==> src/sv/eop_pkg.sv <==
// Shared types and constants for the even/odd partition block.
`default_nettype none

package eop_pkg;

    // Default capacity of the element store.
    localparam int EOP_MAX_LEN = 64;

    // Width of one element.
    localparam int EOP_DATA_W = 32;

    // One input request: an element and the mark that ends the vector.
    typedef struct packed {
        logic signed [EOP_DATA_W-1:0] value;
        logic                         last;
    } t_in_req;

    // One output request: an element of the partitioned vector.
    typedef struct packed {
        logic signed [EOP_DATA_W-1:0] value_res;
        logic                         last_res;
        logic                         overflowed;
    } t_out_req;

endpackage

`default_nettype wire

==> src/sv/even_odd_partition.sv <==
// Top level of the even/odd partition block: load, in-place partition, emission.
`default_nettype none

// The block collects a vector of signed 32-bit elements, one input request per
// cycle, into an internal store of MAX_LEN entries; the request that carries
// last ends the vector. Elements that arrive once the store is full are
// dropped, and every output request of that vector then carries overflowed.
// The stored vector is partitioned in place with the two-pointer scan: a
// front pointer steps over even elements, a back pointer steps over odd ones,
// and each stuck pair is swapped. The vector is then sent out in order, with
// last_res on its final element. All scanning, swapping and emission go
// through the single read port and single write port of the store RAM, whose
// read is registered. Each swap reads the back element, writes the front
// entry and writes the back entry, then restarts the front scan; emission
// reads each element and loads it into the output register once that is
// free. While the scan and the emission run, the input is stalled; the
// next vector may start loading as soon as the final element sits in the
// output register. No clearing pass runs after reset, since only written
// entries are ever read.
module even_odd_partition
    import eop_pkg::*;
#(
    parameter int MAX_LEN = EOP_MAX_LEN
) (
    input  wire logic     i_clk,
    input  wire logic     i_rst_n,
    // Input channel.
    input  wire logic     i_in_valid,
    input  wire t_in_req  i_in_req,
    output logic          o_in_stall,
    // Output channel.
    output logic          o_out_valid,
    output t_out_req      o_out_req,
    input  wire logic     i_out_stall
);

    localparam int AW = $clog2(MAX_LEN);
    localparam int CW = $clog2(MAX_LEN + 1);

    typedef enum logic [2:0] {
        S_LOAD,
        S_FRONT_RD,
        S_FRONT_CHK,
        S_BACK_CHK,
        S_SWAP,
        S_EMIT_RD,
        S_EMIT_LD
    } t_state;

    t_state r_state, n_state;

    logic [CW-1:0]         r_fill, n_fill;
    logic                  r_drop, n_drop;
    logic [AW-1:0]         r_front, n_front;
    logic [AW-1:0]         r_back, n_back;
    logic [AW-1:0]         r_last, n_last;
    logic [EOP_DATA_W-1:0] r_fval, n_fval;
    logic                  r_out_valid, n_out_valid;
    t_out_req              r_out, n_out;

    // Store RAM port signals.
    logic                  w_wr_en;
    logic [AW-1:0]         w_wr_addr;
    logic [EOP_DATA_W-1:0] w_wr_data;
    logic                  w_rd_en;
    logic [AW-1:0]         w_rd_addr;
    logic [EOP_DATA_W-1:0] w_rd_data;

    logic                  w_full;
    logic [CW-1:0]         w_fill_after;
    logic [CW-1:0]         w_last_cnt;
    logic [AW-1:0]         w_front_inc;
    logic [AW-1:0]         w_back_dec;
    logic                  w_out_free;

    eop_ram #(
        .WIDTH (EOP_DATA_W),
        .DEPTH (MAX_LEN)
    ) u_store (
        .i_clk     (i_clk),
        .i_wr_en   (w_wr_en),
        .i_wr_addr (w_wr_addr),
        .i_wr_data (w_wr_data),
        .i_rd_en   (w_rd_en),
        .i_rd_addr (w_rd_addr),
        .o_rd_data (w_rd_data)
    );

    // The store is full once it holds MAX_LEN elements; a further element is
    // dropped but may still end the vector.
    assign w_full       = (r_fill == CW'(MAX_LEN));
    assign w_fill_after = r_fill + CW'(!w_full);
    assign w_last_cnt   = w_fill_after - CW'(1);
    assign w_front_inc  = r_front + AW'(1);
    assign w_back_dec   = r_back - AW'(1);

    // The output register can take a new element when it is empty or when
    // its current element leaves in this cycle.
    assign w_out_free   = !r_out_valid || !i_out_stall;

    always_comb begin
        n_state     = r_state;
        n_fill      = r_fill;
        n_drop      = r_drop;
        n_front     = r_front;
        n_back      = r_back;
        n_last      = r_last;
        n_fval      = r_fval;
        n_out       = r_out;
        n_out_valid = r_out_valid && i_out_stall;

        w_wr_en     = 1'b0;
        w_wr_addr   = r_fill[AW-1:0];
        w_wr_data   = i_in_req.value;
        w_rd_en     = 1'b0;
        w_rd_addr   = r_front;

        case (r_state)
            S_LOAD: begin
                if (i_in_valid) begin
                    if (w_full) begin
                        n_drop = 1'b1;
                    end else begin
                        w_wr_en = 1'b1;
                        n_fill  = w_fill_after;
                    end
                    if (i_in_req.last) begin
                        // At least one element is stored whenever last arrives.
                        n_front = '0;
                        n_back  = w_last_cnt[AW-1:0];
                        n_last  = w_last_cnt[AW-1:0];
                        n_state = S_FRONT_RD;
                    end
                end
            end

            S_FRONT_RD: begin
                if (r_front < r_back) begin
                    w_rd_en   = 1'b1;
                    w_rd_addr = r_front;
                    n_state   = S_FRONT_CHK;
                end else begin
                    n_front = '0;
                    n_state = S_EMIT_RD;
                end
            end

            S_FRONT_CHK: begin
                if (!w_rd_data[0]) begin
                    // Even element at the front: step over it and keep scanning.
                    n_front = w_front_inc;
                    if (w_front_inc < r_back) begin
                        w_rd_en   = 1'b1;
                        w_rd_addr = w_front_inc;
                    end else begin
                        n_front = '0;
                        n_state = S_EMIT_RD;
                    end
                end else begin
                    // Odd element stuck at the front: look for an even one at the back.
                    n_fval    = w_rd_data;
                    w_rd_en   = 1'b1;
                    w_rd_addr = r_back;
                    n_state   = S_BACK_CHK;
                end
            end

            S_BACK_CHK: begin
                if (w_rd_data[0]) begin
                    // Odd element at the back: step over it.
                    n_back = w_back_dec;
                    if (r_front < w_back_dec) begin
                        w_rd_en   = 1'b1;
                        w_rd_addr = w_back_dec;
                    end else begin
                        n_front = '0;
                        n_state = S_EMIT_RD;
                    end
                end else begin
                    // Even element at the back: first half of the swap.
                    w_wr_en   = 1'b1;
                    w_wr_addr = r_front;
                    w_wr_data = w_rd_data;
                    n_state   = S_SWAP;
                end
            end

            S_SWAP: begin
                // Second half of the swap, then both pointers move inward.
                w_wr_en   = 1'b1;
                w_wr_addr = r_back;
                w_wr_data = r_fval;
                n_front   = w_front_inc;
                n_back    = w_back_dec;
                n_state   = S_FRONT_RD;
            end

            S_EMIT_RD: begin
                w_rd_en   = 1'b1;
                w_rd_addr = r_front;
                n_state   = S_EMIT_LD;
            end

            S_EMIT_LD: begin
                if (w_out_free) begin
                    n_out_valid      = 1'b1;
                    n_out.value_res  = w_rd_data;
                    n_out.last_res   = (r_front == r_last);
                    n_out.overflowed = r_drop;
                    if (r_front == r_last) begin
                        // Vector done: the store is free for the next one.
                        n_fill  = '0;
                        n_drop  = 1'b0;
                        n_state = S_LOAD;
                    end else begin
                        n_front = w_front_inc;
                        n_state = S_EMIT_RD;
                    end
                end
            end

            default: begin
                n_state = S_LOAD;
            end
        endcase
    end

    always_ff @(posedge i_clk) begin
        r_front <= n_front;
        r_back  <= n_back;
        r_last  <= n_last;
        r_fval  <= n_fval;
        r_out   <= n_out;
        if (!i_rst_n) begin
            r_state     <= S_LOAD;
            r_fill      <= '0;
            r_drop      <= 1'b0;
            r_out_valid <= 1'b0;
        end else begin
            r_state     <= n_state;
            r_fill      <= n_fill;
            r_drop      <= n_drop;
            r_out_valid <= n_out_valid;
        end
    end

    // New elements are taken only while the block is loading.
    assign o_in_stall  = (r_state != S_LOAD);
    assign o_out_valid = r_out_valid;
    assign o_out_req   = r_out;

endmodule

`default_nettype wire

==> src/sv/eop_ram.sv <==
// Generic single-write, single-read synchronous RAM with a registered read.
`default_nettype none

module eop_ram #(
    parameter int WIDTH = 32,
    parameter int DEPTH = 64
) (
    input  wire logic                     i_clk,
    input  wire logic                     i_wr_en,
    input  wire logic [$clog2(DEPTH)-1:0] i_wr_addr,
    input  wire logic [WIDTH-1:0]         i_wr_data,
    input  wire logic                     i_rd_en,
    input  wire logic [$clog2(DEPTH)-1:0] i_rd_addr,
    output logic      [WIDTH-1:0]         o_rd_data
);

    logic [WIDTH-1:0] r_mem [DEPTH];
    logic [WIDTH-1:0] r_rd_data;

    // The read data holds until the next read is issued.
    always_ff @(posedge i_clk) begin
        if (i_wr_en) begin
            r_mem[i_wr_addr] <= i_wr_data;
        end
        if (i_rd_en) begin
            r_rd_data <= r_mem[i_rd_addr];
        end
    end

    assign o_rd_data = r_rd_data;

endmodule

`default_nettype wire
==> config.mk <==
export PLATFORM = sky130hd
export DESIGN_NAME = even_odd_partition
export DESIGN_NICKNAME = d
export VERILOG_FILES = /design/src/sv/eop_pkg.sv /design/src/sv/even_odd_partition.sv /design/src/sv/eop_ram.sv
export SDC_FILE = /design/constraint.sdc
export NUM_CORES = 2
export LEC_CHECK = 0
export ABC_CLOCK_PERIOD_IN_PS = 4700
export BUFFER_PORTS_ARGS = -buffer_cell sky130_fd_sc_hd__buf_4
export CAP_MARGIN = 20
export CORE_AREA = 2 2 313 548
export DETAILED_ROUTE_END_ITERATION = 6
export DIE_AREA = 0 0 315 550
export PLACE_DENSITY = 0.78
export SYNTH_ARGS = -nofsm -noshare
export SYNTH_HDL_FRONTEND = slang
export SYNTH_HIERARCHICAL = 1
export SYNTH_SLANG_ARGS = --single-unit
==> constraint.sdc <==
create_clock -name i_clk -period 4.7 [get_ports i_clk]
set_input_delay 0.47 -clock i_clk [delete_from_list [all_inputs] [get_ports i_clk]]
set_output_delay 0.47 -clock i_clk [all_outputs]
set_load 0.1 [all_outputs]
### After elaboration in Yosys (flattened, before gate mapping)

Memory sizes are Yosys's and may differ from the RTL's. A register that Yosys moved wholly into a read port is not among the register bits.
Cells that the tools add are included.

| storage, ports and cells | value |
|---|---|
| register bits after elaboration | 95 |
| memory bits (writable) | 2,048 |
| word-level logic and storage cells | 115 |
| memories kept | 1 |

| operators by class | value |
|---|---|
| add/sub/neg operators | 4 |
| $lt $le $gt $ge | 3 |
| equality and inequality tests | 21 |
| mux-type cells | 57 |
| reduce and logical (&&, ||, !) cells | 18 |

Memory list:

| memory | words | bits a word | rd ports | clocked after memory_dff | wr ports | line | source |
|---|---|---|---|---|---|---|---|
| u_store.r_mem | 64 | 32 | 1 | 1 | 1 | eop_ram.sv:17 | `logic [WIDTH-1:0] r_mem [DEPTH];` |

Operators with widths:

| kind | number |
|---|---|
| $mux W6 | 17 |
| $pmux W32 S2 | 1 |
| $pmux W6 S6 | 1 |
| $mux W32 | 1 |
| $mux W7 | 4 |
| $mux W3 | 9 |
| $pmux W6 S2 | 2 |
| $pmux W3 S7 | 1 |
| $ne A2 B2 Y1 const B | 10 |
| $lt A6 B6 Y1 | 3 |
| $pmux W6 S3 | 1 |
| $mux W1 | 16 |
| $reduce_and A5 Y1 | 3 |
| $pmux W7 S2 | 1 |
| $sub A6 B1 Y6 const B | 2 |
| $eq A3 B3 Y1 const B | 3 |
| $reduce_and A9 Y1 | 1 |
| $add A7 B1 Y7 | 1 |
| $eq A7 B7 Y1 const B | 1 |
| $add A6 B1 Y6 const B | 1 |
| $eq A3 B2 Y1 const B | 2 |
| $eq A6 B6 Y1 | 1 |
| $reduce_bool A3 Y1 | 2 |
| $reduce_bool A6 Y1 | 1 |
| 15 further kinds | 18 |

### Longest topological paths before layout

| logic depth | value |
|---|---|
| depth in word-level cells | 7 |
| gate-level depth with buffers | 24 |

### Cells and area by module

Netlist, hierarchy kept.

By module, submodules not included:

| module | times used | cells an instance | area each (um^2) |
|---|---|---|---|
| eop_ram | 1 | 3,324 | 78,835.6 |
| even_odd_partition | 1 | 471 | 5,133.7 |

### Least setup slack after synthesis

OpenSTA, ideal clock, no wires.

| timing | value |
|---|---|
| path type | flip-flop to flip-flop |
| start point | reg r_state[2] |
| end point | mem u_store.r_mem[48][0], enable pin |
| setup time | 0.461 ns |
| data arrival time | 4.412 ns |
| setup slack | -0.172 ns |
| cell stages (with the launch flop) | 13 |
| buffers on the path | 4 |
| period minus slack after synthesis | 4.872 ns |
| cells stage by stage | dfxtp_1 -> buf_2 -> nand2b_1 -> nor2_1 -> or2_2 -> clkbuf_1 -> nand2_1 -> clkbuf_1 -> a222oi_1 -> inv_1 -> clkbuf_1 -> nand4b_1 -> nor3_1 |

RTL lines:

| element | line | source |
|---|---|---|
| start, declared | even_odd_partition.sv:50 | `t_state r_state, n_state;` |
| start signal, assigned | even_odd_partition.sv:240 | `r_state <= n_state;` |
| $eq A3 B3 Y1 / $eq A3 B2 Y1 (equally long branches) | even_odd_partition.sv:118 | `case (r_state)` |
| $pmux W6 S2 * | even_odd_partition.sv:118 |  |
| net w_wr_addr[5] | even_odd_partition.sv:63 | `logic [AW-1:0] w_wr_addr;` |
| end, declared | eop_ram.sv:17 |  |

Mark *: on every way through the listed nets, which the timed path passes. The rest lies on a longest branch.

### Worst setup path after layout

| timing | value |
|---|---|
| start point | reg r_front[3] |
| end point | reg u_store.r_rd_data[7], in the netlist u_store/o_rd_data[7], read port of u_store.r_mem (data pin) |

| between the ends | value |
|---|---|
| longest elaborated chain between the ends | 5 |

Ends and longest elaborated chain:

| element | line | source |
|---|---|---|
| start, declared | even_odd_partition.sv:54 | `logic [AW-1:0] r_front, n_front;` |
| start signal, assigned | even_odd_partition.sv:229 | `r_front <= n_front;` |
| $add A6 B1 Y6 | even_odd_partition.sv:94 | `assign w_front_inc = r_front + AW'(1);` |
| $lt A6 B6 Y1 | even_odd_partition.sv:152 | `if (w_front_inc < r_back) begin` |
| $mux W6 | even_odd_partition.sv:152 |  |
| $mux W6 | even_odd_partition.sv:149 | `if (!w_rd_data[0]) begin` |
| $pmux W6 S2 * | even_odd_partition.sv:118 |  |
| net w_rd_addr[0] | even_odd_partition.sv:66 | `logic [AW-1:0] w_rd_addr;` |
| end, declared | eop_ram.sv:18 | `logic [WIDTH-1:0] r_rd_data;` |

Marked as above.
A chain may end at the register's enable or synchronous reset.

==> impl_summary.txt <==
----------------------------------------------------
[Outcome]
  Outcome ... finished with violations
  Violations in the final reports ... design-rule violations

[Critical path]
  R2R depth ... 22
  Critical R2R Launch ... r_front[3]
  Critical-path cell list ... buf_4 -> buf_4 -> xnor2_1 -> ha_1 -> and3_1 -> o21ai_2 -> nand3_2 -> inv_2 -> ha_4 -> nor2_4 -> a221oi_2 -> nand3b_1 -> buf_6 -> buf_16 -> buf_16 -> buf_12 -> buf_8 -> mux4_2 -> mux2i_2 -> a21oi_2 -> a21oi_4 -> nor2_1
  Critical path class ... reg -> reg
  Startpoint type of the worst setup path ... flip-flop
  Data arrival time at the worst-slack endpoint ... 5.24 ns
  Top delay family on crit path ... buffers and inverters
  FF-to-FF End ... u_store/o_rd_data[7]
  Worst path bufs/invs ... 8
  Capturing element of the worst setup path ... u_store/o_rd_data[7]
  Element type at the critical path end ... flip-flop
  Beginning of the critical path ... r_front[3]
  Critical Path Fanout Max ... 15
  Peak per-stage delay on the critical path ... between 0.5 and 0.6 ns
  Stages on worst setup path ... 22
  R2R setup slack ... 0.04 ns
  Cell with the largest stage delay on the worst path ... sky130_fd_sc_hd__mux4_2
  Data required time of the worst path ... ~5.3 ns

[Route]
  Total routed wirelength ... 235700 um
  Number of routed nets with antenna violations ... 0
  Vias after detailed routing ... roughly 45000
  Number of vias per cell ... 6.630
  First drt pass iteration count ... 7
  Residual DRC ... 9
  Routed wire per std cell ... approximately 35 um
  Number of DRC violations after detailed-routing iteration 0 ... ~7300

[Clock tree]
  H-Tree Level Count ... 4
  Num Clock Sinks ... 2175
  Clock latency on the worst-skew pair ... 0.83 ns
  Clock tree from TritonCTS ... done
  TritonCTS buffer count ... 176
  Clock-pin slew on the worst setup and hold paths ... approximately 0.070 ns
  Maximum count of clock buffers along a single path ... 4
  Root buffer cell ... sky130_fd_sc_hd__clkbuf_16

[GRT]
  Antenna violations before repair ... 5
  Overflow left after global routing ... 0
  Largest net degree at the start of global routing ... 65
  Number of global-route vias before repair ... roughly 45000
  Global routing usage summed across all routing layers ... a little over a quarter
  First-pass GRT wire length ... 325200 um

[Power and ir drop]
  Power share of the combinational group ... 41.8%
  PD cells ... around 670 mW/mm2
  Share of total power in the clock network ... around 22%
  Overall power of the completed layout ... 66.16 mW
  Peak supply drop ... 0.4291 mV
  Internal power summed over all cells ... 44.07 mW
  Flop pwr share ... 36.1%
  Net load switching power ... 22.08 mW
  Proportion of total power due to net switching ... 33.38%
  Pleak ... 31.28 nW

[Cells and area]
  Top library cells by usage in the layout, fill and taps aside ... sky130_fd_sc_hd__edfxtp_1 (2163), sky130_fd_sc_hd__mux4_2 (544), sky130_fd_sc_hd__buf_4 (439)
  Growth of design area from synthesis to finish ... 17.52%
  Final Non-Filler Cells ... 6715
  Layout Cell Area excl Fill ... 0.09868 mm2
  Most frequent standard cell in the layout excluding fill and tap cells ... sky130_fd_sc_hd__edfxtp_1
  Net count, final ... 4411
  Layout cell share with drive strength beyond 1 ... 34.68%

[Die]
  Row cnt ... 200
  Die Ht ... roughly 550 um
  Die ar. ... 0.1733 mm2
  Initial core utilization ... 49.71%
  Die width ... 315 um
  IO Count ... 73
  CORE AREA ... 0.1689 mm2

[STA]
  Final Max Slew Viols ... 0
  Crit share post-route ... between 90% and 100%
  Upper clock frequency limit ... 0.2145 GHz
  Final count of hold timing violations ... 0
  RSZ-0062 raised after global routing ... yes
  Total setup violations reported at the end of the flow ... 0
  Max transition margin ... 20.59%
  Measured slew at the worst slew-check pin ... 1.191 ns
  Final Skew ... 0.03966 ns
  Final hold slack ... roughly 0.13 ns
  Final Worst Setup Slack ... 0.03701 ns
  Minimum clock period after layout ... 4.663 ns

[Place]
  Standard cell area after detailed placement ... approximately 0.092 mm2
  Worst setup slack after placement ... -0.3933 ns
  Total instance count after detailed placement ... around 6300
  Global placer's final weighted congestion ... a little over 0.9
  Post-detailed-placement half-perimeter wirelength ... 138300 um
  Buffers added on ports ... 72

[Hold path]
  Worst min-delay path class ... in -> reg

[Synthesis]
  Number of enable-type register cells in the synthesized netlist ... 2163
  Unique masters post-synth ... 73
  Synthesis Warnings ... 6
  Fraction of registers with async set or reset after synthesis ... 0%
  Number of nets produced by synthesis ... 3851
  Mapped Cells ... ~3800
  Ys flop type ... sky130_fd_sc_hd__edfxtp_1
  Fraction of the yosys area taken by sequential cells ... 77.64%
  Post-Synthesis Mean Instance Area ... 22.13 um2
  Cell area after technology mapping ... around 0.084 mm2
  Synth Register Bits ... 2175

[Flow run]
  Max-cap check violation count ... 0

----------------------------------------------------
[power by group through the flow]
stage	registers [mW]	logic, mW	clock network, mW
6_report	23.9	27.6	14.6
5_1_grt	23.9	28.6	15.3
4_1_cts	23.9	26.0	14.6
3_5_place_dp	24.3	24.5	0
3_3_place_gp	24.2	24.0	0
2_1_floorplan	23.9	14.6	0
[cell usage after synthesis (all sizes together) (6+ instances only)]
| library cell | number | area (um2) |
|---|---|---|
| a21oi | 81 | 405.4 |
| a222oi | 37 | 370.4 |
| a22oi | 14 | 105.1 |
| a311oi | 12 | 105.1 |
| a31oi | 8 | 50.05 |
| and2 | 6 | 37.54 |
| and3 | 11 | 71.31 |
| buf | 111 | 629.3 |
| clkbuf | 101 | 379.1 |
| dfxtp | 12 | 240.2 |
| edfxtp | 2163 | 64950 |
| ha | 19 | 237.7 |
| inv | 62 | 232.7 |
| mux2i | 93 | 930.9 |
| mux4 | 544 | 12250 |
| nand2 | 45 | 168.9 |
| nand2b | 13 | 81.33 |
| nand3 | 15 | 75.07 |
| nand3b | 9 | 67.56 |
| nand4 | 7 | 43.79 |
| nor2 | 172 | 645.6 |
| nor2b | 20 | 125.1 |
| nor3 | 14 | 75.07 |
| o21ai | 21 | 105.1 |
| o221ai | 28 | 245.2 |
| o22ai | 86 | 538.0 |
| xnor2 | 15 | 131.4 |
| xor2 | 9 | 78.83 |
[worst min-delay path: stages]
cell and delay (ns):
sky130_fd_sc_hd__buf_4 0.12, sky130_fd_sc_hd__nand2_1 0.06, sky130_fd_sc_hd__a21oi_1 0.09, sky130_fd_sc_hd__o211ai_1 0.11
sky130_fd_sc_hd__a221oi_1 0.06
[per-layer routing]
layer,vias up,GRT usage [%],part of all wire [%]
met5,-,0,0
met4,0,17.83,7.9
met3,839,4.320,9.8
met2,3484,46.87,52
met1,23010,29.38,30
li1,17190,-,-
[flip-flops by register name (all words and copies together), names as in the netlist, 3 cells and up]
signal	count
o_out_req	34
r_state	3
r_front	6
r_last	6
u_store/o_rd_data	32
r_back	6
u_store/r_mem	2048
r_fill	7
r_fval	31
[worst min-delay path by stage]
stage	start	end	slack, ns	cells after the start
final	i_in_req[0]	r_state[0]	0.13	5
after global routing	i_in_req[0]	r_state[0]	0.15	5
after CTS	i_in_req[0]	r_state[0]	0.1	5
after detailed placement	r_drop	o_out_req[0]	0.46	0
after global placement	r_drop	o_out_req[0]	0.45	0
after floorplan	r_drop	o_out_req[0]	0.41	0
[logic make-up (layout without fill, tap and decap cells)]
| logic type | Yosys count | in the layout | share of synthesized area (%) |
|---|---|---|---|
| AO/OA/AOI/OAI | 329 | 329 | 2.754 |
| XOR/XNOR | 24 | 24 | 0.2503 |
| adder cells (fa/ha/maj) | 19 | 19 | 0.2831 |
| buffers and inverters | 274 | 968 | 1.478 |
| flip-flops | 2175 | 2175 | 77.64 |
| multiplexers | 637 | 637 | 15.70 |
| other | 0 | 4 | 0 |
| AND/OR/NAND/NOR | 337 | 337 | 1.897 |
[cell type report]
type                            count  area (um2)
Clock inverter                     96       858.3
Inverter                           62       232.7
Timing Repair Buffer              594        6339
Multi-Input combinational cell   1346       18580
Sequential cell                  2175       65190
Antenna cell                        4       10.01
Tap cell                         2222        2780
Fill cell                       11220       70230
Clock buffer                      216        4692
[stage by stage]
step | TNS, ns | utilization, %
4_1_cts | 0 | 57.88
2_1_floorplan | 0 | -
5_1_grt | -0.4553 | 58.42
3_5_place_dp | -6.170 | 54.18
6_report | 0 | 58.42
3_3_place_gp | -6.973 | 54.18
[what timing repair did]
| action | 4_1_cts | 5_1_grt |
|---|---|---|
| hold buffers | 3 | 0 |
| setup buffers | 24 | 38 |
| cloned | 4 | 6 |
| pin swaps | 12 | 21 |
| resized for setup | 67 | 72 |
| hold endpoints to repair | 5 | 0 |
| setup endpoints to repair | 32 | 32 |
Power figures use the tool's default switching activity.
